--- src/rtl/lrs_pkg.sv ---
// Shared types, constants and codes for the letterbox/rotate YUYV to RGB565 scaler.
// Used by every module in rtl/; depends on nothing.
`timescale 1ns / 1ps
`default_nettype none
package lrs_pkg;

	// Display and source geometry
	localparam int OUT_W     = 172;
	localparam int OUT_H     = 320;
	localparam int MAX_DIM   = 4096;
	localparam int TOTAL_PIX = OUT_W * OUT_H;

	localparam int CNT_W  = $clog2(TOTAL_PIX);
	localparam int COL_W  = $clog2(OUT_W);
	localparam int ROW_W  = $clog2(OUT_H);
	localparam int FITW_W = $clog2(OUT_H + 1);
	localparam int FITH_W = $clog2(OUT_W + 1);

	// Field widths
	localparam int DIM_W    = 13;
	localparam int FBYTES_W = 26;
	localparam int WIDX_W   = 23;
	localparam int WORD_W   = 32;
	localparam int PIX_W    = 16;

	// Shared divider: numerator covers (row span) * (13-bit dimension)
	localparam int DIV_NUM_W = ROW_W + DIM_W;
	localparam int DIV_DEN_W = DIM_W;

	localparam int QUEUE_DEPTH_DEF = 4;

	// Input kinds
	localparam logic [1:0] KIND_START = 2'd0;
	localparam logic [1:0] KIND_REQ   = 2'd1;
	localparam logic [1:0] KIND_DATA  = 2'd2;

	// Result kinds
	localparam logic [1:0] RK_STATUS = 2'd0;
	localparam logic [1:0] RK_FETCH  = 2'd1;
	localparam logic [1:0] RK_PIXEL  = 2'd2;

	// Status codes
	localparam logic [1:0] ST_OK       = 2'd0;
	localparam logic [1:0] ST_DISABLED = 2'd1;
	localparam logic [1:0] ST_SEQ      = 2'd2;

	// Register indexes
	localparam logic [1:0] REG_SRC_WIDTH  = 2'd0;
	localparam logic [1:0] REG_SRC_HEIGHT = 2'd1;
	localparam logic [1:0] REG_SRC_STRIDE = 2'd2;
	localparam logic [1:0] REG_FBYTES     = 2'd3;

	typedef struct packed {
		logic [1:0]        kind;
		logic [WORD_W-1:0] macropixel;
	} in_item_t;

	typedef struct packed {
		logic [1:0]        result_kind;
		logic [1:0]        status;
		logic [WIDX_W-1:0] word_index;
		logic [PIX_W-1:0]  pixel;
		logic [CNT_W-1:0]  fb_index;
		logic              last;
	} out_item_t;

	typedef enum logic [1:0] {
		CLS_START,
		CLS_REQ,
		CLS_DATA,
		CLS_BAD
	} cls_t;

	typedef struct packed {
		cls_t              cls;
		logic [WORD_W-1:0] word;
	} q_item_t;

	typedef struct packed {
		logic [DIM_W-1:0]    src_width;
		logic [DIM_W-1:0]    src_height;
		logic [DIM_W-1:0]    src_stride;
		logic [FBYTES_W-1:0] frame_bytes;
	} cfg_t;

	typedef enum logic [3:0] {
		BK_IDLE,
		BK_GEO0,
		BK_GEO1,
		BK_GEO2,
		BK_GEO3,
		BK_REQ0,
		BK_REQ1,
		BK_REQ2,
		BK_REQ3,
		BK_DAT0,
		BK_DAT1
	} bk_state_t;

endpackage
`default_nettype wire

--- src/rtl/lrs_front.sv ---
// Front end: accepts input items, classifies them and queues them for the back end.
// Depends on lrs_pkg.
`timescale 1ns / 1ps
`default_nettype none
module lrs_front #(
	parameter int QUEUE_DEPTH = 4
) (
	input  wire                 clk,
	input  wire                 arst_n,
	input  wire                 in_valid,
	output logic                in_stall,
	input  lrs_pkg::in_item_t   in_data,
	output logic                q_valid,
	output lrs_pkg::q_item_t    q_item,
	input  wire                 q_pop
);
	import lrs_pkg::*;

	localparam int PTR_W = (QUEUE_DEPTH > 1) ? $clog2(QUEUE_DEPTH) : 1;
	localparam int CNT_QW = $clog2(QUEUE_DEPTH + 1);

	q_item_t             mem_q [QUEUE_DEPTH];
	logic [PTR_W-1:0]    wr_ptr_q, rd_ptr_q;
	logic [CNT_QW-1:0]   count_q;
	logic                push;
	logic                pop;
	cls_t                cls;

	// Classify the kind code
	always_comb begin
		unique case (in_data.kind)
			KIND_START: cls = CLS_START;
			KIND_REQ:   cls = CLS_REQ;
			KIND_DATA:  cls = CLS_DATA;
			default:    cls = CLS_BAD;
		endcase
	end

	assign in_stall = (count_q == CNT_QW'(QUEUE_DEPTH));
	assign push     = in_valid && !in_stall;
	assign q_valid  = (count_q != '0);
	assign pop      = q_pop && q_valid;
	assign q_item   = mem_q[rd_ptr_q];

	// Store transfers
	always_ff @(posedge clk) begin
		if (push) begin
			mem_q[wr_ptr_q] <= '{cls: cls, word: in_data.macropixel};
		end
	end

	// Advance pointers and fill count
	always_ff @(posedge clk or negedge arst_n) begin
		if (!arst_n) begin
			wr_ptr_q <= '0;
			rd_ptr_q <= '0;
			count_q  <= '0;
		end else begin
			if (push) begin
				wr_ptr_q <= (wr_ptr_q == PTR_W'(QUEUE_DEPTH - 1)) ? '0 : wr_ptr_q + 1'b1;
			end
			if (pop) begin
				rd_ptr_q <= (rd_ptr_q == PTR_W'(QUEUE_DEPTH - 1)) ? '0 : rd_ptr_q + 1'b1;
			end
			if (push && !pop) begin
				count_q <= count_q + 1'b1;
			end else if (pop && !push) begin
				count_q <= count_q - 1'b1;
			end
		end
	end

`ifndef NO_ASSERTIONS
	a_count_bound: assert property (@(posedge clk) disable iff (!arst_n)
		count_q <= CNT_QW'(QUEUE_DEPTH))
		else $error("queue count above depth");
	a_pop_nonempty: assert property (@(posedge clk) disable iff (!arst_n)
		q_pop |-> q_valid)
		else $error("pop from empty queue");
	a_count_track: assert property (@(posedge clk) disable iff (!arst_n)
		(push && !pop) |=> count_q == $past(count_q) + 1'b1)
		else $error("queue count lost a push");
`endif

endmodule
`default_nettype wire

--- src/rtl/lrs_div.sv ---
// Shared restoring divider, one quotient bit per cycle.
// Depends on lrs_pkg.
`timescale 1ns / 1ps
`default_nettype none
module lrs_div (
	input  wire                                clk,
	input  wire                                arst_n,
	input  wire                                start,
	input  wire  [lrs_pkg::DIV_NUM_W-1:0]      num,
	input  wire  [lrs_pkg::DIV_DEN_W-1:0]      den,
	output logic                               busy,
	output logic                               done,
	output logic [lrs_pkg::DIV_NUM_W-1:0]      quo
);
	import lrs_pkg::*;

	localparam int STEP_W = $clog2(DIV_NUM_W + 1);

	logic                 busy_q, done_q;
	logic [STEP_W-1:0]    step_q;
	logic [DIV_DEN_W:0]   rem_q;
	logic [DIV_NUM_W-1:0] quo_q;
	logic [DIV_DEN_W-1:0] den_q;
	logic [DIV_DEN_W:0]   shifted;
	logic                 fits;

	// Trial subtract of the divisor
	assign shifted = {rem_q[DIV_DEN_W-1:0], quo_q[DIV_NUM_W-1]};
	assign fits    = shifted >= {1'b0, den_q};

	// Control
	always_ff @(posedge clk or negedge arst_n) begin
		if (!arst_n) begin
			busy_q <= 1'b0;
			done_q <= 1'b0;
			step_q <= '0;
		end else begin
			done_q <= 1'b0;
			if (start && !busy_q) begin
				busy_q <= 1'b1;
				step_q <= '0;
			end else if (busy_q) begin
				step_q <= step_q + 1'b1;
				if (step_q == STEP_W'(DIV_NUM_W - 1)) begin
					busy_q <= 1'b0;
					done_q <= 1'b1;
				end
			end
		end
	end

	// Remainder and quotient shift
	always_ff @(posedge clk) begin
		if (start && !busy_q) begin
			rem_q <= '0;
			quo_q <= num;
			den_q <= den;
		end else if (busy_q) begin
			rem_q <= fits ? shifted - {1'b0, den_q} : shifted;
			quo_q <= {quo_q[DIV_NUM_W-2:0], fits};
		end
	end

	assign busy = busy_q;
	assign done = done_q;
	assign quo  = quo_q;

endmodule
`default_nettype wire

--- src/rtl/lrs_back.sv ---
// Back end: frame geometry, display walk, fetch address and BT.601 color conversion.
// Depends on lrs_pkg; drives the shared divider lrs_div.
`timescale 1ns / 1ps
`default_nettype none
module lrs_back (
	input  wire                                clk,
	input  wire                                arst_n,
	input  lrs_pkg::cfg_t                      cfg,
	input  wire                                q_valid,
	input  lrs_pkg::q_item_t                   q_item,
	output logic                               q_pop,
	output logic                               div_start,
	output logic [lrs_pkg::DIV_NUM_W-1:0]      div_num,
	output logic [lrs_pkg::DIV_DEN_W-1:0]      div_den,
	input  wire                                div_busy,
	input  wire                                div_done,
	input  wire  [lrs_pkg::DIV_NUM_W-1:0]      div_quo,
	output logic                               out_valid,
	input  wire                                out_stall,
	output lrs_pkg::out_item_t                 out_data
);
	import lrs_pkg::*;

	localparam int MT_W  = 2 * DIM_W;
	localparam int FSZ_W = FBYTES_W + 2;
	localparam int T_W   = WIDX_W + 1;
	localparam int CV_W  = 20;

	localparam logic signed [CV_W-1:0] K_CY  = CV_W'(298);
	localparam logic signed [CV_W-1:0] K_RV  = CV_W'(409);
	localparam logic signed [CV_W-1:0] K_GU  = CV_W'(100);
	localparam logic signed [CV_W-1:0] K_GV  = CV_W'(208);
	localparam logic signed [CV_W-1:0] K_BU  = CV_W'(516);
	localparam logic signed [CV_W-1:0] K_RND = CV_W'(128);

	bk_state_t state_q, state_nx;

	// Frame state
	logic                enabled_q, awaiting_q, odd_q;
	logic [CNT_W-1:0]    cnt_q;
	logic [ROW_W-1:0]    row_q;
	logic [COL_W-1:0]    col_q;
	logic [FITW_W-1:0]   fit_w_q, off_x_q;
	logic [FITH_W-1:0]   fit_h_q, off_y_q;
	logic [DIM_W-1:0]    eff_stride_q;

	// Work registers
	logic [WORD_W-1:0]   word_q;
	logic                cond_q;
	logic [MT_W-1:0]     mt_q;
	logic [MT_W-1:0]     max_q;
	logic [FSZ_W-1:0]    fsz_q;
	logic [DIM_W:0]      sx_q;
	logic [T_W-1:0]      tprod_q;
	logic signed [CV_W-1:0] c_q, rv_q, gu_q, gv_q, bu_q;

	// Output register
	logic                out_valid_q;
	out_item_t           out_q;
	logic                out_free;
	logic                emit;
	out_item_t           emit_item;

	// Combinational helpers
	logic                dims_ok;
	logic                cond_n;
	logic [DIM_W-1:0]    stride_n;
	logic [ROW_W-1:0]    x_n;
	logic                bar_n;
	logic                last_n;
	logic [CNT_W-1:0]    cnt_nx;
	logic [ROW_W-1:0]    row_nx;
	logic [COL_W-1:0]    col_nx;
	logic [DIV_NUM_W-1:0] dim_n;
	logic [FITW_W-1:0]   dw_n;
	logic [FITH_W-1:0]   dh_n;
	logic [DIM_W:0]      sx_n, sy_n;
	logic [T_W-1:0]      t_n;
	logic [MT_W-2:0]     half_n;
	logic [FSZ_W-1:0]    need_n;
	logic                geo_ok;
	logic [7:0]          y_n;
	logic signed [CV_W-1:0] yd_n, u_n, v_n;
	logic signed [CV_W-1:0] r_sum, g_sum, b_sum;
	logic [7:0]          r8, g8, b8;
	logic [PIX_W-1:0]    pix_n;

	function automatic logic [7:0] clamp8(input logic signed [CV_W-1:0] s);
		logic [7:0] res;
		if (s[CV_W-1]) begin
			res = 8'd0;
		end else if (s[CV_W-2:16] != '0) begin
			res = 8'hFF;
		end else begin
			res = s[15:8];
		end
		return res;
	endfunction

	assign out_free = !out_valid_q || !out_stall;

	// Geometry checks and fit selection
	assign dims_ok = (cfg.src_width != '0) && (cfg.src_height != '0) &&
		(cfg.src_width <= DIM_W'(MAX_DIM)) && (cfg.src_height <= DIM_W'(MAX_DIM));
	assign stride_n = ((cfg.src_stride == '0) || cfg.src_stride[0]) ?
		cfg.src_width : cfg.src_stride;
	assign cond_n = (DIV_NUM_W'(OUT_H) * DIV_NUM_W'(cfg.src_height)) <=
		(DIV_NUM_W'(OUT_W) * DIV_NUM_W'(cfg.src_width));
	assign dim_n = div_quo;
	assign dh_n = (dim_n == '0) ? FITH_W'(1) :
		(dim_n > DIV_NUM_W'(OUT_W)) ? FITH_W'(OUT_W) : dim_n[FITH_W-1:0];
	assign dw_n = (dim_n == '0) ? FITW_W'(1) :
		(dim_n > DIV_NUM_W'(OUT_H)) ? FITW_W'(OUT_H) : dim_n[FITW_W-1:0];
	assign half_n = max_q[MT_W-1:1];
	assign need_n = {FSZ_W'(half_n)} * FSZ_W'(4) + FSZ_W'(4);
	assign geo_ok = (half_n[MT_W-2:WIDX_W] == '0) && (need_n <= fsz_q);

	// Display walk
	assign x_n = ROW_W'(OUT_H - 1) - row_q;
	assign bar_n = (FITW_W'(x_n) < off_x_q) ||
		({1'b0, FITW_W'(x_n)} >= ({1'b0, off_x_q} + {1'b0, fit_w_q})) ||
		(FITH_W'(col_q) < off_y_q) ||
		({1'b0, FITH_W'(col_q)} >= ({1'b0, off_y_q} + {1'b0, fit_h_q}));
	assign last_n = (cnt_q == CNT_W'(TOTAL_PIX - 1));
	always_comb begin
		if (last_n) begin
			cnt_nx = '0;
			row_nx = '0;
			col_nx = '0;
		end else if (col_q == COL_W'(OUT_W - 1)) begin
			cnt_nx = cnt_q + 1'b1;
			row_nx = row_q + 1'b1;
			col_nx = '0;
		end else begin
			cnt_nx = cnt_q + 1'b1;
			row_nx = row_q;
			col_nx = col_q + 1'b1;
		end
	end

	// Source coordinate clamp; a zero dimension yields minus one
	assign sx_n = (div_quo >= DIV_NUM_W'(cfg.src_width)) ?
		{1'b0, cfg.src_width} - 1'b1 : (DIM_W + 1)'(div_quo);
	assign sy_n = (div_quo >= DIV_NUM_W'(cfg.src_height)) ?
		{1'b0, cfg.src_height} - 1'b1 : (DIM_W + 1)'(div_quo);
	assign t_n = tprod_q + {{(T_W - DIM_W - 1){sx_q[DIM_W]}}, sx_q};

	// Color conversion operands
	assign y_n  = odd_q ? word_q[23:16] : word_q[7:0];
	assign yd_n = CV_W'(y_n) - CV_W'(16);
	assign u_n  = CV_W'(word_q[15:8]) - CV_W'(128);
	assign v_n  = CV_W'(word_q[31:24]) - CV_W'(128);
	assign r_sum = c_q + rv_q + K_RND;
	assign g_sum = c_q - gu_q - gv_q + K_RND;
	assign b_sum = c_q + bu_q + K_RND;
	assign r8 = clamp8(r_sum);
	assign g8 = clamp8(g_sum);
	assign b8 = clamp8(b_sum);
	assign pix_n = {r8[7:3], g8[7:2], b8[7:3]};

	// Next state
	always_comb begin
		state_nx = state_q;
		unique case (state_q)
			BK_IDLE: begin
				if (q_valid && out_free) begin
					unique case (q_item.cls)
						CLS_START: state_nx = BK_GEO0;
						CLS_REQ:   state_nx = BK_REQ0;
						CLS_DATA:  state_nx = BK_DAT0;
						default:   state_nx = BK_IDLE;
					endcase
				end
			end
			BK_GEO0: state_nx = dims_ok ? BK_GEO1 : BK_IDLE;
			BK_GEO1: if (div_done) state_nx = BK_GEO2;
			BK_GEO2: state_nx = BK_GEO3;
			BK_GEO3: state_nx = BK_IDLE;
			BK_REQ0: state_nx = (!enabled_q || awaiting_q || bar_n) ? BK_IDLE : BK_REQ1;
			BK_REQ1: if (div_done) state_nx = BK_REQ2;
			BK_REQ2: if (div_done) state_nx = BK_REQ3;
			BK_REQ3: state_nx = BK_IDLE;
			BK_DAT0: state_nx = awaiting_q ? BK_DAT1 : BK_IDLE;
			BK_DAT1: state_nx = BK_IDLE;
			default: state_nx = BK_IDLE;
		endcase
	end

	// Outputs: queue pop, divider start, result
	always_comb begin
		q_pop     = 1'b0;
		div_start = 1'b0;
		div_num   = '0;
		div_den   = '0;
		emit      = 1'b0;
		emit_item = '0;
		unique case (state_q)
			BK_IDLE: begin
				if (q_valid && out_free) begin
					q_pop = 1'b1;
					if (q_item.cls == CLS_BAD) begin
						emit = 1'b1;
						emit_item.result_kind = RK_STATUS;
						emit_item.status = ST_SEQ;
					end
				end
			end
			BK_GEO0: begin
				if (dims_ok) begin
					div_start = 1'b1;
					div_num = cond_n ?
						DIV_NUM_W'(cfg.src_height) * DIV_NUM_W'(OUT_H) :
						DIV_NUM_W'(cfg.src_width) * DIV_NUM_W'(OUT_W);
					div_den = cond_n ? cfg.src_width : cfg.src_height;
				end else begin
					emit = 1'b1;
					emit_item.result_kind = RK_STATUS;
					emit_item.status = ST_DISABLED;
				end
			end
			BK_GEO3: begin
				emit = 1'b1;
				emit_item.result_kind = RK_STATUS;
				emit_item.status = geo_ok ? ST_OK : ST_DISABLED;
			end
			BK_REQ0: begin
				if (!enabled_q) begin
					emit = 1'b1;
					emit_item.result_kind = RK_STATUS;
					emit_item.status = ST_DISABLED;
				end else if (awaiting_q) begin
					emit = 1'b1;
					emit_item.result_kind = RK_STATUS;
					emit_item.status = ST_SEQ;
				end else if (bar_n) begin
					emit = 1'b1;
					emit_item.result_kind = RK_PIXEL;
					emit_item.fb_index = cnt_q;
					emit_item.last = last_n;
				end else begin
					div_start = 1'b1;
					div_num = DIV_NUM_W'(FITW_W'(x_n) - off_x_q) *
						DIV_NUM_W'(cfg.src_width);
					div_den = DIV_DEN_W'(fit_w_q);
				end
			end
			BK_REQ1: begin
				if (div_done) begin
					div_start = 1'b1;
					div_num = DIV_NUM_W'(FITH_W'(col_q) - off_y_q) *
						DIV_NUM_W'(cfg.src_height);
					div_den = DIV_DEN_W'(fit_h_q);
				end
			end
			BK_REQ3: begin
				emit = 1'b1;
				emit_item.result_kind = RK_FETCH;
				emit_item.word_index = t_n[T_W-1:1];
				emit_item.fb_index = cnt_q;
			end
			BK_DAT0: begin
				if (!awaiting_q) begin
					emit = 1'b1;
					emit_item.result_kind = RK_STATUS;
					emit_item.status = ST_SEQ;
				end
			end
			BK_DAT1: begin
				emit = 1'b1;
				emit_item.result_kind = RK_PIXEL;
				emit_item.pixel = pix_n;
				emit_item.fb_index = cnt_q;
				emit_item.last = last_n;
			end
			default: begin
				emit = 1'b0;
			end
		endcase
	end

	// Control state
	always_ff @(posedge clk or negedge arst_n) begin
		if (!arst_n) begin
			state_q     <= BK_IDLE;
			enabled_q   <= 1'b0;
			awaiting_q  <= 1'b0;
			odd_q       <= 1'b0;
			cnt_q       <= '0;
			row_q       <= '0;
			col_q       <= '0;
			out_valid_q <= 1'b0;
		end else begin
			state_q <= state_nx;
			if (emit) begin
				out_valid_q <= 1'b1;
			end else if (out_valid_q && !out_stall) begin
				out_valid_q <= 1'b0;
			end
			unique case (state_q)
				BK_IDLE: begin
					if (q_pop && q_item.cls == CLS_START) begin
						cnt_q      <= '0;
						row_q      <= '0;
						col_q      <= '0;
						awaiting_q <= 1'b0;
						odd_q      <= 1'b0;
					end
				end
				BK_GEO0: if (!dims_ok) enabled_q <= 1'b0;
				BK_GEO3: enabled_q <= geo_ok;
				BK_REQ0: begin
					if (enabled_q && !awaiting_q && bar_n) begin
						cnt_q <= cnt_nx;
						row_q <= row_nx;
						col_q <= col_nx;
					end
				end
				BK_REQ3: begin
					odd_q      <= t_n[0];
					awaiting_q <= 1'b1;
				end
				BK_DAT1: begin
					cnt_q      <= cnt_nx;
					row_q      <= row_nx;
					col_q      <= col_nx;
					awaiting_q <= 1'b0;
				end
				default: begin
					awaiting_q <= awaiting_q;
				end
			endcase
		end
	end

	// Datapath registers
	always_ff @(posedge clk) begin
		if (emit) begin
			out_q <= emit_item;
		end
		unique case (state_q)
			BK_IDLE: if (q_pop) word_q <= q_item.word;
			BK_GEO0: begin
				cond_q       <= cond_n;
				eff_stride_q <= stride_n;
			end
			BK_GEO1: begin
				if (div_done) begin
					fit_w_q <= cond_q ? FITW_W'(OUT_H) : dw_n;
					fit_h_q <= cond_q ? dh_n : FITH_W'(OUT_W);
					off_x_q <= cond_q ? '0 : (FITW_W'(OUT_H) - dw_n) >> 1;
					off_y_q <= cond_q ? (FITH_W'(OUT_W) - dh_n) >> 1 : '0;
					mt_q    <= MT_W'(cfg.src_height - 1'b1) * MT_W'(eff_stride_q);
				end
			end
			BK_GEO2: begin
				max_q <= mt_q + MT_W'(cfg.src_width - 1'b1);
				fsz_q <= (cfg.frame_bytes != '0) ? FSZ_W'(cfg.frame_bytes) :
					FSZ_W'(eff_stride_q) * FSZ_W'(cfg.src_height) * FSZ_W'(2);
			end
			BK_REQ1: if (div_done) sx_q <= sx_n;
			BK_REQ2: begin
				if (div_done) begin
					tprod_q <= {{(T_W - DIM_W - 1){sy_n[DIM_W]}}, sy_n} *
						T_W'(eff_stride_q);
				end
			end
			BK_DAT0: begin
				c_q  <= K_CY * yd_n;
				rv_q <= K_RV * v_n;
				gu_q <= K_GU * u_n;
				gv_q <= K_GV * v_n;
				bu_q <= K_BU * u_n;
			end
			default: begin
				word_q <= word_q;
			end
		endcase
	end

	assign out_valid = out_valid_q;
	assign out_data  = out_q;

`ifndef NO_ASSERTIONS
	a_emit_free: assert property (@(posedge clk) disable iff (!arst_n)
		emit |-> out_free)
		else $error("result overwrites a pending result");
	a_div_idle: assert property (@(posedge clk) disable iff (!arst_n)
		div_start |-> !div_busy)
		else $error("divider started while busy");
	a_status_fb: assert property (@(posedge clk) disable iff (!arst_n)
		(out_valid_q && out_q.result_kind == RK_STATUS) |->
		(out_q.fb_index == '0 && !out_q.last))
		else $error("status result carries a pixel index");
	a_counter_range: assert property (@(posedge clk) disable iff (!arst_n)
		cnt_q <= CNT_W'(TOTAL_PIX - 1))
		else $error("pixel counter out of range");
	a_fetch_awaits: assert property (@(posedge clk) disable iff (!arst_n)
		(state_q == BK_REQ3) |=> awaiting_q)
		else $error("fetch without awaiting data");
`endif

endmodule
`default_nettype wire

--- src/rtl/letterbox_rotate_yuyv_to_rgb565.sv ---
// Top level of the letterbox/rotate YUYV to RGB565 preview scaler: register port and wiring.
// Depends on lrs_pkg, lrs_front, lrs_div and lrs_back.
//
// Each input item yields exactly one result. The long items are a start item and a request
// that lands on a picture pixel: both wait on the shared one-bit-per-cycle divider (two
// divisions per fetched pixel, one per start), while a bar pixel, a data item and a bad item
// need no division. The back end handles one item at a time and waits while its output
// register holds a stalled result; meanwhile a queue of QUEUE_DEPTH entries (4 by default)
// keeps accepting input until it is full. Configuration is a 32-bit APB-style port with
// registers src_width, src_height, src_stride and frame_bytes at byte addresses 0, 4, 8 and
// 12; write it only while the block is idle.
`timescale 1ns / 1ps
`default_nettype none
module letterbox_rotate_yuyv_to_rgb565 #(
	parameter int QUEUE_DEPTH = lrs_pkg::QUEUE_DEPTH_DEF
) (
	input  wire                  clk,
	input  wire                  arst_n,
	input  wire                  psel,
	input  wire                  penable,
	input  wire                  pwrite,
	input  wire  [3:0]           paddr,
	input  wire  [31:0]          pwdata,
	output logic [31:0]          prdata,
	output logic                 pready,
	input  wire                  in_valid,
	output logic                 in_stall,
	input  lrs_pkg::in_item_t    in_data,
	output logic                 out_valid,
	input  wire                  out_stall,
	output lrs_pkg::out_item_t   out_data
);
	import lrs_pkg::*;

	cfg_t                 cfg_q;
	logic                 wr_en;
	logic [1:0]           reg_idx;
	logic                 q_valid, q_pop;
	q_item_t              q_item;
	logic                 div_start, div_busy, div_done;
	logic [DIV_NUM_W-1:0] div_num, div_quo;
	logic [DIV_DEN_W-1:0] div_den;

	assign pready  = 1'b1;
	assign reg_idx = paddr[3:2];
	assign wr_en   = psel && penable && pwrite;

	// Register writes
	always_ff @(posedge clk or negedge arst_n) begin
		if (!arst_n) begin
			cfg_q.src_width   <= DIM_W'(1920);
			cfg_q.src_height  <= DIM_W'(1080);
			cfg_q.src_stride  <= '0;
			cfg_q.frame_bytes <= '0;
		end else if (wr_en) begin
			unique case (reg_idx)
				REG_SRC_WIDTH:  cfg_q.src_width   <= pwdata[DIM_W-1:0];
				REG_SRC_HEIGHT: cfg_q.src_height  <= pwdata[DIM_W-1:0];
				REG_SRC_STRIDE: cfg_q.src_stride  <= pwdata[DIM_W-1:0];
				REG_FBYTES:     cfg_q.frame_bytes <= pwdata[FBYTES_W-1:0];
				default:        cfg_q <= cfg_q;
			endcase
		end
	end

	// Register reads
	always_comb begin
		unique case (reg_idx)
			REG_SRC_WIDTH:  prdata = 32'(cfg_q.src_width);
			REG_SRC_HEIGHT: prdata = 32'(cfg_q.src_height);
			REG_SRC_STRIDE: prdata = 32'(cfg_q.src_stride);
			REG_FBYTES:     prdata = 32'(cfg_q.frame_bytes);
			default:        prdata = '0;
		endcase
	end

	lrs_front #(
		.QUEUE_DEPTH(QUEUE_DEPTH)
	) u_front (
		.clk      (clk),
		.arst_n   (arst_n),
		.in_valid (in_valid),
		.in_stall (in_stall),
		.in_data  (in_data),
		.q_valid  (q_valid),
		.q_item   (q_item),
		.q_pop    (q_pop)
	);

	lrs_div u_div (
		.clk    (clk),
		.arst_n (arst_n),
		.start  (div_start),
		.num    (div_num),
		.den    (div_den),
		.busy   (div_busy),
		.done   (div_done),
		.quo    (div_quo)
	);

	lrs_back u_back (
		.clk       (clk),
		.arst_n    (arst_n),
		.cfg       (cfg_q),
		.q_valid   (q_valid),
		.q_item    (q_item),
		.q_pop     (q_pop),
		.div_start (div_start),
		.div_num   (div_num),
		.div_den   (div_den),
		.div_busy  (div_busy),
		.div_done  (div_done),
		.div_quo   (div_quo),
		.out_valid (out_valid),
		.out_stall (out_stall),
		.out_data  (out_data)
	);

endmodule
`default_nettype wire
--- config.mk ---
export PLATFORM = sky130hd
export DESIGN_NAME = letterbox_rotate_yuyv_to_rgb565
export DESIGN_NICKNAME = d
export VERILOG_FILES = /design/src/rtl/lrs_pkg.sv /design/src/rtl/lrs_front.sv /design/src/rtl/lrs_div.sv /design/src/rtl/lrs_back.sv /design/src/rtl/letterbox_rotate_yuyv_to_rgb565.sv
export SDC_FILE = /design/constraint.sdc
export NUM_CORES = 2
export LEC_CHECK = 0
export BUFFER_PORTS_ARGS = -buffer_cell sky130_fd_sc_hd__buf_2
export CAP_MARGIN = 20
export CORE_UTILIZATION = 40
export CTS_CLUSTER_SIZE = 40
export DETAILED_ROUTE_END_ITERATION = 8
export PLACE_DENSITY = 0.61
export SKIP_LAST_GASP = 1
export SLEW_MARGIN = 40
export SYNTH_ARGS = -nofsm -noshare
export SYNTH_HDL_FRONTEND = slang
export SYNTH_SLANG_ARGS = --single-unit
--- constraint.sdc ---
create_clock -name clk -period 7.7 [get_ports clk]
set_input_delay 1.54 -clock clk [delete_from_list [all_inputs] [get_ports clk]]
set_output_delay 1.54 -clock clk [all_outputs]
set_load 0.005 [all_outputs]
Word level (Yosys, flattened, before mapping) --
Memory sizes are Yosys's and may differ from the RTL's. Index checks and enable logic that the tools add are counted.
Word-level totals: logic and storage cells 320, flip-flop bits (word level) 517, input bits 77, memories kept 1, bits in writable memories 136, output and inout bits 95
Cells by class: eq/ne operators 31, mux-type cells 107, magnitude comparators 13, multipliers 14, reductions and logical operators 70, $add $sub $neg 33, bitwise logic cells 1
Memories:
- u_front.mem_q | words 4, bits a word 34, rd ports 1, clocked after Yosys merged registers in 0, write ports 1, RTL line lrs_front.sv:22 | q_item_t mem_q [QUEUE_DEPTH];
Operator list (count):
- 22-bit 2-to-1 mux | 8
- 32-bit case mux with 4 select lines | 1
- 8-bit 2-to-1 mux | 11
- 13-bit 2-to-1 mux | 6
- 22-bit case mux with 3 select lines | 1
- 9-bit 2-to-1 mux | 7
- 20-bit by 9-bit adder with 20-bit output (second input constant) | 3
- 13-bit by 1-bit subtractor with 14-bit output (second input constant) | 4
- 17-bit 2-to-1 mux | 3
- 16-bit 2-to-1 mux | 3
- 16-bit case mux with 3 select lines | 1
- 22-bit by 13-bit greater-or-equal comparator with 1-bit output | 2
- 22-bit by 13-bit multiplier with 22-bit output | 2
- 20-bit adder | 2
- 20-bit subtractor | 2
- 13-bit case mux with 3 select lines | 1
- 16-bit case mux with 2 select lines | 1
- 4-bit case mux with 8 select lines | 1
- 27-bit by 3-bit adder with 28-bit output (second input constant) | 1
- 28-bit <= comparator | 1
- 1-bit 2-to-1 mux | 28
- 14-bit 2-to-1 mux | 2
- 9-bit case mux with 3 select lines | 1
- 26-bit adder | 1
- other kinds (80) | 176

Longest topological paths before layout --
depth after elaboration 11, mapped depth 36, gate-level depth less buffers 32

Cells and area by module --
A second synthesis with hierarchy kept.
Unflattened totals: cells, all modules 6659, area, all modules 68141.6 µm²
By module, submodules not included:
- lrs_back | instances 1, area an instance 56867.0 µm², seq. area each 11025.6 µm², cells each 6004
- lrs_front | instances 1, area an instance 5426.5 µm², seq. area each 4259.1 µm², cells each 217
- letterbox_rotate_yuyv_to_rgb565 | instances 1, area an instance 2926.6 µm², seq. area each 1636.6 µm², cells each 183
- lrs_div | instances 1, area an instance 2921.6 µm², seq. area each 1486.4 µm², cells each 255

Worst setup path after synthesis --
Ideal clock, no wire load.
path type register to register, from register cfg_q[44] in the netlist's numbering, to register u_back.tprod_q[23], data pin, required time 7.440 ns, path slack -0.406 ns, cell stages (with the launch flop) 31, buffers on the path 5, period minus slack after synthesis 8.106 ns, arrival time 7.846 ns, setup time 0.260 ns, cells stage by stage dfstp_2 > buf_2 > clkbuf_1 > inv_1 > ha_1 > nand3_1 > o21ai_0 > a221oi_1 > o211ai_1 > clkbuf_1 > buf_2 > mux2_2 > clkbuf_1 > nand2_1 > fa_1 > fa_1 > fa_1 > fa_1 > fa_1 > fa_1 > inv_1 > ha_1 > or2_2 > nand3_1 > nor4_1 > o41a_1 > o21a_1 > o2111a_1 > nor2_1 > a211o_2 > xnor2_1
Between the ends: cells in the longest elaborated chain, start to end 3, elaborated cells on any way between the ends 4, those cells by class add/sub: 1; mul: 1; order compare: 1; mux: 1
RTL lines:
- start: declaration | RTL line letterbox_rotate_yuyv_to_rgb565.sv:35 | cfg_t cfg_q;
- start signal: assignment | RTL line letterbox_rotate_yuyv_to_rgb565.sv:61 | default: cfg_q <= cfg_q;
- 22-bit by 13-bit greater-or-equal comparator with 1-bit output / 13-bit by 1-bit subtractor with 14-bit output (equally long branches) | RTL line lrs_back.sv:144, lrs_back.sv:145
- 14-bit 2-to-1 mux * | RTL line lrs_back.sv:144 | assign sy_n = (div_quo >= DIV_NUM_W'(cfg.src_height)) ?
- 14-bit by 14-bit multiplier with 24-bit output * | RTL line lrs_back.sv:363 | tprod_q <= {{(T_W - DIM_W - 1){sy_n[DIM_W]}}, sy_n} *
- end signal: assignment | RTL line lrs_back.sv:363
- end: declaration | RTL line lrs_back.sv:54 | logic [T_W-1:0] tprod_q;
Every way passes the cells marked *; elsewhere a longest branch is shown, timed or not. A chain may end at the register's enable or synchronous reset.

Worst setup path in the final report --
from register cfg_q[43] in the netlist's numbering, to register u_back.tprod_q[23], data pin
Same word-level chain as after synthesis.

==> metrics.csv <==
stage;metric;value;unit
outcome;status;complete, but fails checks;
outcome;failing checks;negative setup slack;
cells_and_area;commonest non-fill, non-tap cells in the layout;1176 x inv_1, 792 x ha_1, 758 x fa_1;
floorplan;Die X;417;um
logic_synthesis;area share of and/or/nand/nor cells after synthesis;12.2;%
worst_setup_path;CP Capture Type;flip-flop;
floorplan;DIE AREA;174000;um^2
timing;crit path time final;7.74;ns
timing;Max Slew Vio Count;0;
cts;CTS Buffer Depth;3;
logic_synthesis;YS warnings;0;
timing;RSZ-0062 raised after global routing;yes;
cts;clock sinks;644;
route;residual DRC count;0;
timing;Clock Skew;0.0669;ns
global_route;layer with the highest usage;met2;
cells_and_area;layout cells sized above 1;11.3;%
worst_setup_path;Crit path arrival time;8.19;ns
timing;fmax;0.129;GHz
global_route;largest net degree at the start of global routing;88;
logic_synthesis;synth unique cells;95;
route;wire length per cell;19.1;um
logic_synthesis;Syn Inst Count;6789;
logic_synthesis;XOR/XNOR Fraction of Synth Area;4.44;%
route;Vias/cell;5.18;
worst_setup_path;critical path's most frequent cell;fa_1;
logic_synthesis;Seq/Total Area, Yosys;27.0;%
logic_synthesis;compound-gate portion of the synthesized area;8.46;%
timing;Fin Hold WS;0.485;ns
timing;final setup vio count;2;
floorplan;die height;417;um
logic_synthesis;largest family of logic cells by synthesized area;adder cells;
route;DRT antenna net count;0;
route;drt pass-1 iters;8;
route;vias post-DR;48700;
timing;fin crit share;101;%
logic_synthesis;post-synthesis sequential element count;644;
worst_setup_path;crit path max-delay cell type;fa_1;
logic_synthesis;synthesized cell area;69000;um^2
global_route;grt ovf;0;
global_route;met2 Use GR;34.6;%
min_path;min-delay worst type;reg -> reg;
worst_setup_path;crit path max fanout;5;
placement;routability congestion estimate;0.908;
global_route;met3 usage;3.15;%
run;max_cap viols;0;
route;Post-Route WL;180000;um
floorplan;Initial Util;40.3;%
cts;root buffer cell;clkbuf_16;
logic_synthesis;asr flop ratio synth;18.6;%
cts;number of CTS-inserted buffers;78;
timing;Fin. Hold Viols;0;
global_route;initial antenna violation count;12;
logic_synthesis;top_reg_cell synth;edfxtp_1;
global_route;met1 GRT Util;27.6;%
floorplan;Row Count;152;
cells_and_area;Final #Nets;8676;
worst_setup_path;crit-path max cell delay;0.59;ns
floorplan;# IOs;172;
worst_setup_path;Startpoint Class;flip-flop;
cells_and_area;Filler cells;16200;
cells_and_area;Syn-to-layout area delta;11.5;%
cts;clock slew at the register clock pins of the worst setup and hold paths;0.06;ns
timing;max_slew headroom;37.8;%
global_route;vias in the first global route;50500;
logic_synthesis;EDFF count, synth;511;
timing;Worst Tran Pin Value;0.926;ns
timing;Worst Slack Setup Final;-0.0389;ns
global_route;first-pass GRT wire length;285000;um
cts;TritonCTS clock tree;yes;
cts;H-tree Lvls;3;
logic_synthesis;mux cell area share after synthesis;3.21;%
cells_and_area;most common cell after layout, fill and taps aside;inv_1;
logic_synthesis;Syn Area/Cell;10.2;um^2
route;1st-iter DRT viols;3148;
placement;port bufs;156;
placement;post-DP HPWL;141000;um
floorplan;core area;171000;um^2
global_route;Tot GR Track Use;21.0;%
cts;clk_lat worst skew;0.75;ns
worst_setup_path;Worst Setup Path Type;reg -> reg;
worst_setup_path;CP Data Required Time;8.15;ns
logic_synthesis;synthesized-area fraction occupied by adder cells;36.8;%
cells by family (layout without fill, tap and decap cells):
kind of cell	Yosys count	in the layout
AOI/OAI and AO/OA	912	912
xor gates and xnor gates	349	349
adders and majority gates	1567	1567
buffers and inverters	1430	1734
DFF	644	644
muxes	152	152
other	2	10
and+or+nand+nor	1733	1733
stage by stage:
stage / cell area [um^2] / utilization (%) / setup WS [ns] / TNS, ns / std cells
2_1_floorplan: 69100 / - / 0.00605 / 0 / 6794
3_3_place_gp: 73500 / 42.9 / -0.0566 / -0.0566 / 9237
3_5_place_dp: 73600 / 42.9 / -0.0968 / -0.152 / 9240
4_1_cts: 76600 / 44.7 / -0.0202 / -0.0202 / 9398
5_1_grt: 76900 / 44.9 / -0.281 / -1.65 / 9408
6_report: 76900 / 44.9 / -0.0389 / -0.0488 / 9411
synth_stat cells (all sizes together), types with 15 or more instances:
master,count,share of area (%)
a211oi,15,0.17
a21o,114,1.2
a21oi,248,1.8
a22oi,16,0.17
a31oi,35,0.33
and2,302,2.7
and3,52,0.47
buf,33,0.26
clkbuf,208,1.1
dfrtp,112,4.1
edfxtp,511,22
fa,768,22
ha,799,14
inv,1186,6.5
mux2,82,1.3
mux2i,23,0.33
mux4,47,1.5
nand2,631,3.4
nand2b,65,0.59
nand3,63,0.46
nand4,32,0.29
nor2,300,1.7
nor2b,83,0.75
nor3,96,0.70
nor4,23,0.25
o21a,54,0.59
o21ai,228,1.7
o21bai,37,0.40
or2,21,0.19
or3,27,0.24
xnor2,257,3.3
xor2,92,1.2
timing repair:
action | 4_1_cts | 5_1_grt
endpoints found under the setup margin | 6 | 15
pin swaps | 17 | 46
hold buffers | 0 | 0
gates cloned | 1 | 0
hold endpoints to repair | 0 | 0
buffers inserted | 11 | 10
gates resized for setup | 39 | 59
worst max-delay path, delay by kind of cell, from the launching register on:
| family | cells | cell delay (ns) |
|---|---|---|
| muxes | 1 | 0.31 |
| xor gates and xnor gates | 1 | 0.05 |
| adders and majority gates | 8 | 3.52 |
| buffers and inverters | 6 | 0.58 |
| AOI/OAI and AO/OA | 11 | 2.12 |
| and+or+nand+nor | 3 | 0.34 |
| DFF | 1 | 0.53 |
cell type report:
class                           count  area, um^2  share of cell area, %
Clock buffer                      105        2180                   2.83
Multi-Input combinational cell   4720       45400                   59.1
Antenna cell                        3        7.51                0.00976
Tap cell                         2310        2890                   3.76
Clock inverter                     41         622                  0.809
Timing Repair Buffer              399        2690                   3.50
Sequential cell                   644       18600                   24.2
Inverter                         1189        4470                   5.81
routing by layer:
metal	routed length [um]	up-vias
met3	10100	303
met2	84600	1210
met1	77200	24400
met5	52	-
met4	7930	8
li1	-	22800
worst paths after layout:
check | start | slack [ns] | cells past startpoint | endpoint
hold reg to reg | u_div.rem_q[7]$_SDFFE_PP0P_ | 0.48 | 2 | u_div.rem_q[7]$_SDFFE_PP0P_
setup reg to reg | cfg_q[43]$_DFFE_PN1P_ | -0.04 | 30 | u_back.tprod_q[23]$_DFFE_PP_
setup / recovery | cfg_q[43]$_DFFE_PN1P_ | -0.04 | 30 | u_back.tprod_q[23]$_DFFE_PP_
hold / removal | u_div.rem_q[7]$_SDFFE_PP0P_ | 0.48 | 2 | u_div.rem_q[7]$_SDFFE_PP0P_
max in group asynchronous | arst_n | 5.79 | 2 | u_front.rd_ptr_q[0]$_DFFE_PN0P_
min in group asynchronous | arst_n | 0.84 | 1 | cfg_q[16]$_DFFE_PN0P_
flip-flops by register name (all words and copies together), names as in the netlist, 14 cells and up:
register,count
cfg_q,65
u_back.bu_q,15
u_back.c_q,19
u_back.cnt_q,16
u_back.fsz_q,27
u_back.gu_q,18
u_back.gv_q,14
u_back.max_q,25
u_back.mt_q,26
u_back.out_data,60
u_back.rv_q,20
u_back.sx_q,14
u_back.tprod_q,24
u_back.word_q,32
u_div.quo,22
u_front.mem_q,136
Power is not shown: default switching activity piles up to over one toggle a cycle in this logic, so the estimate is an artifact.
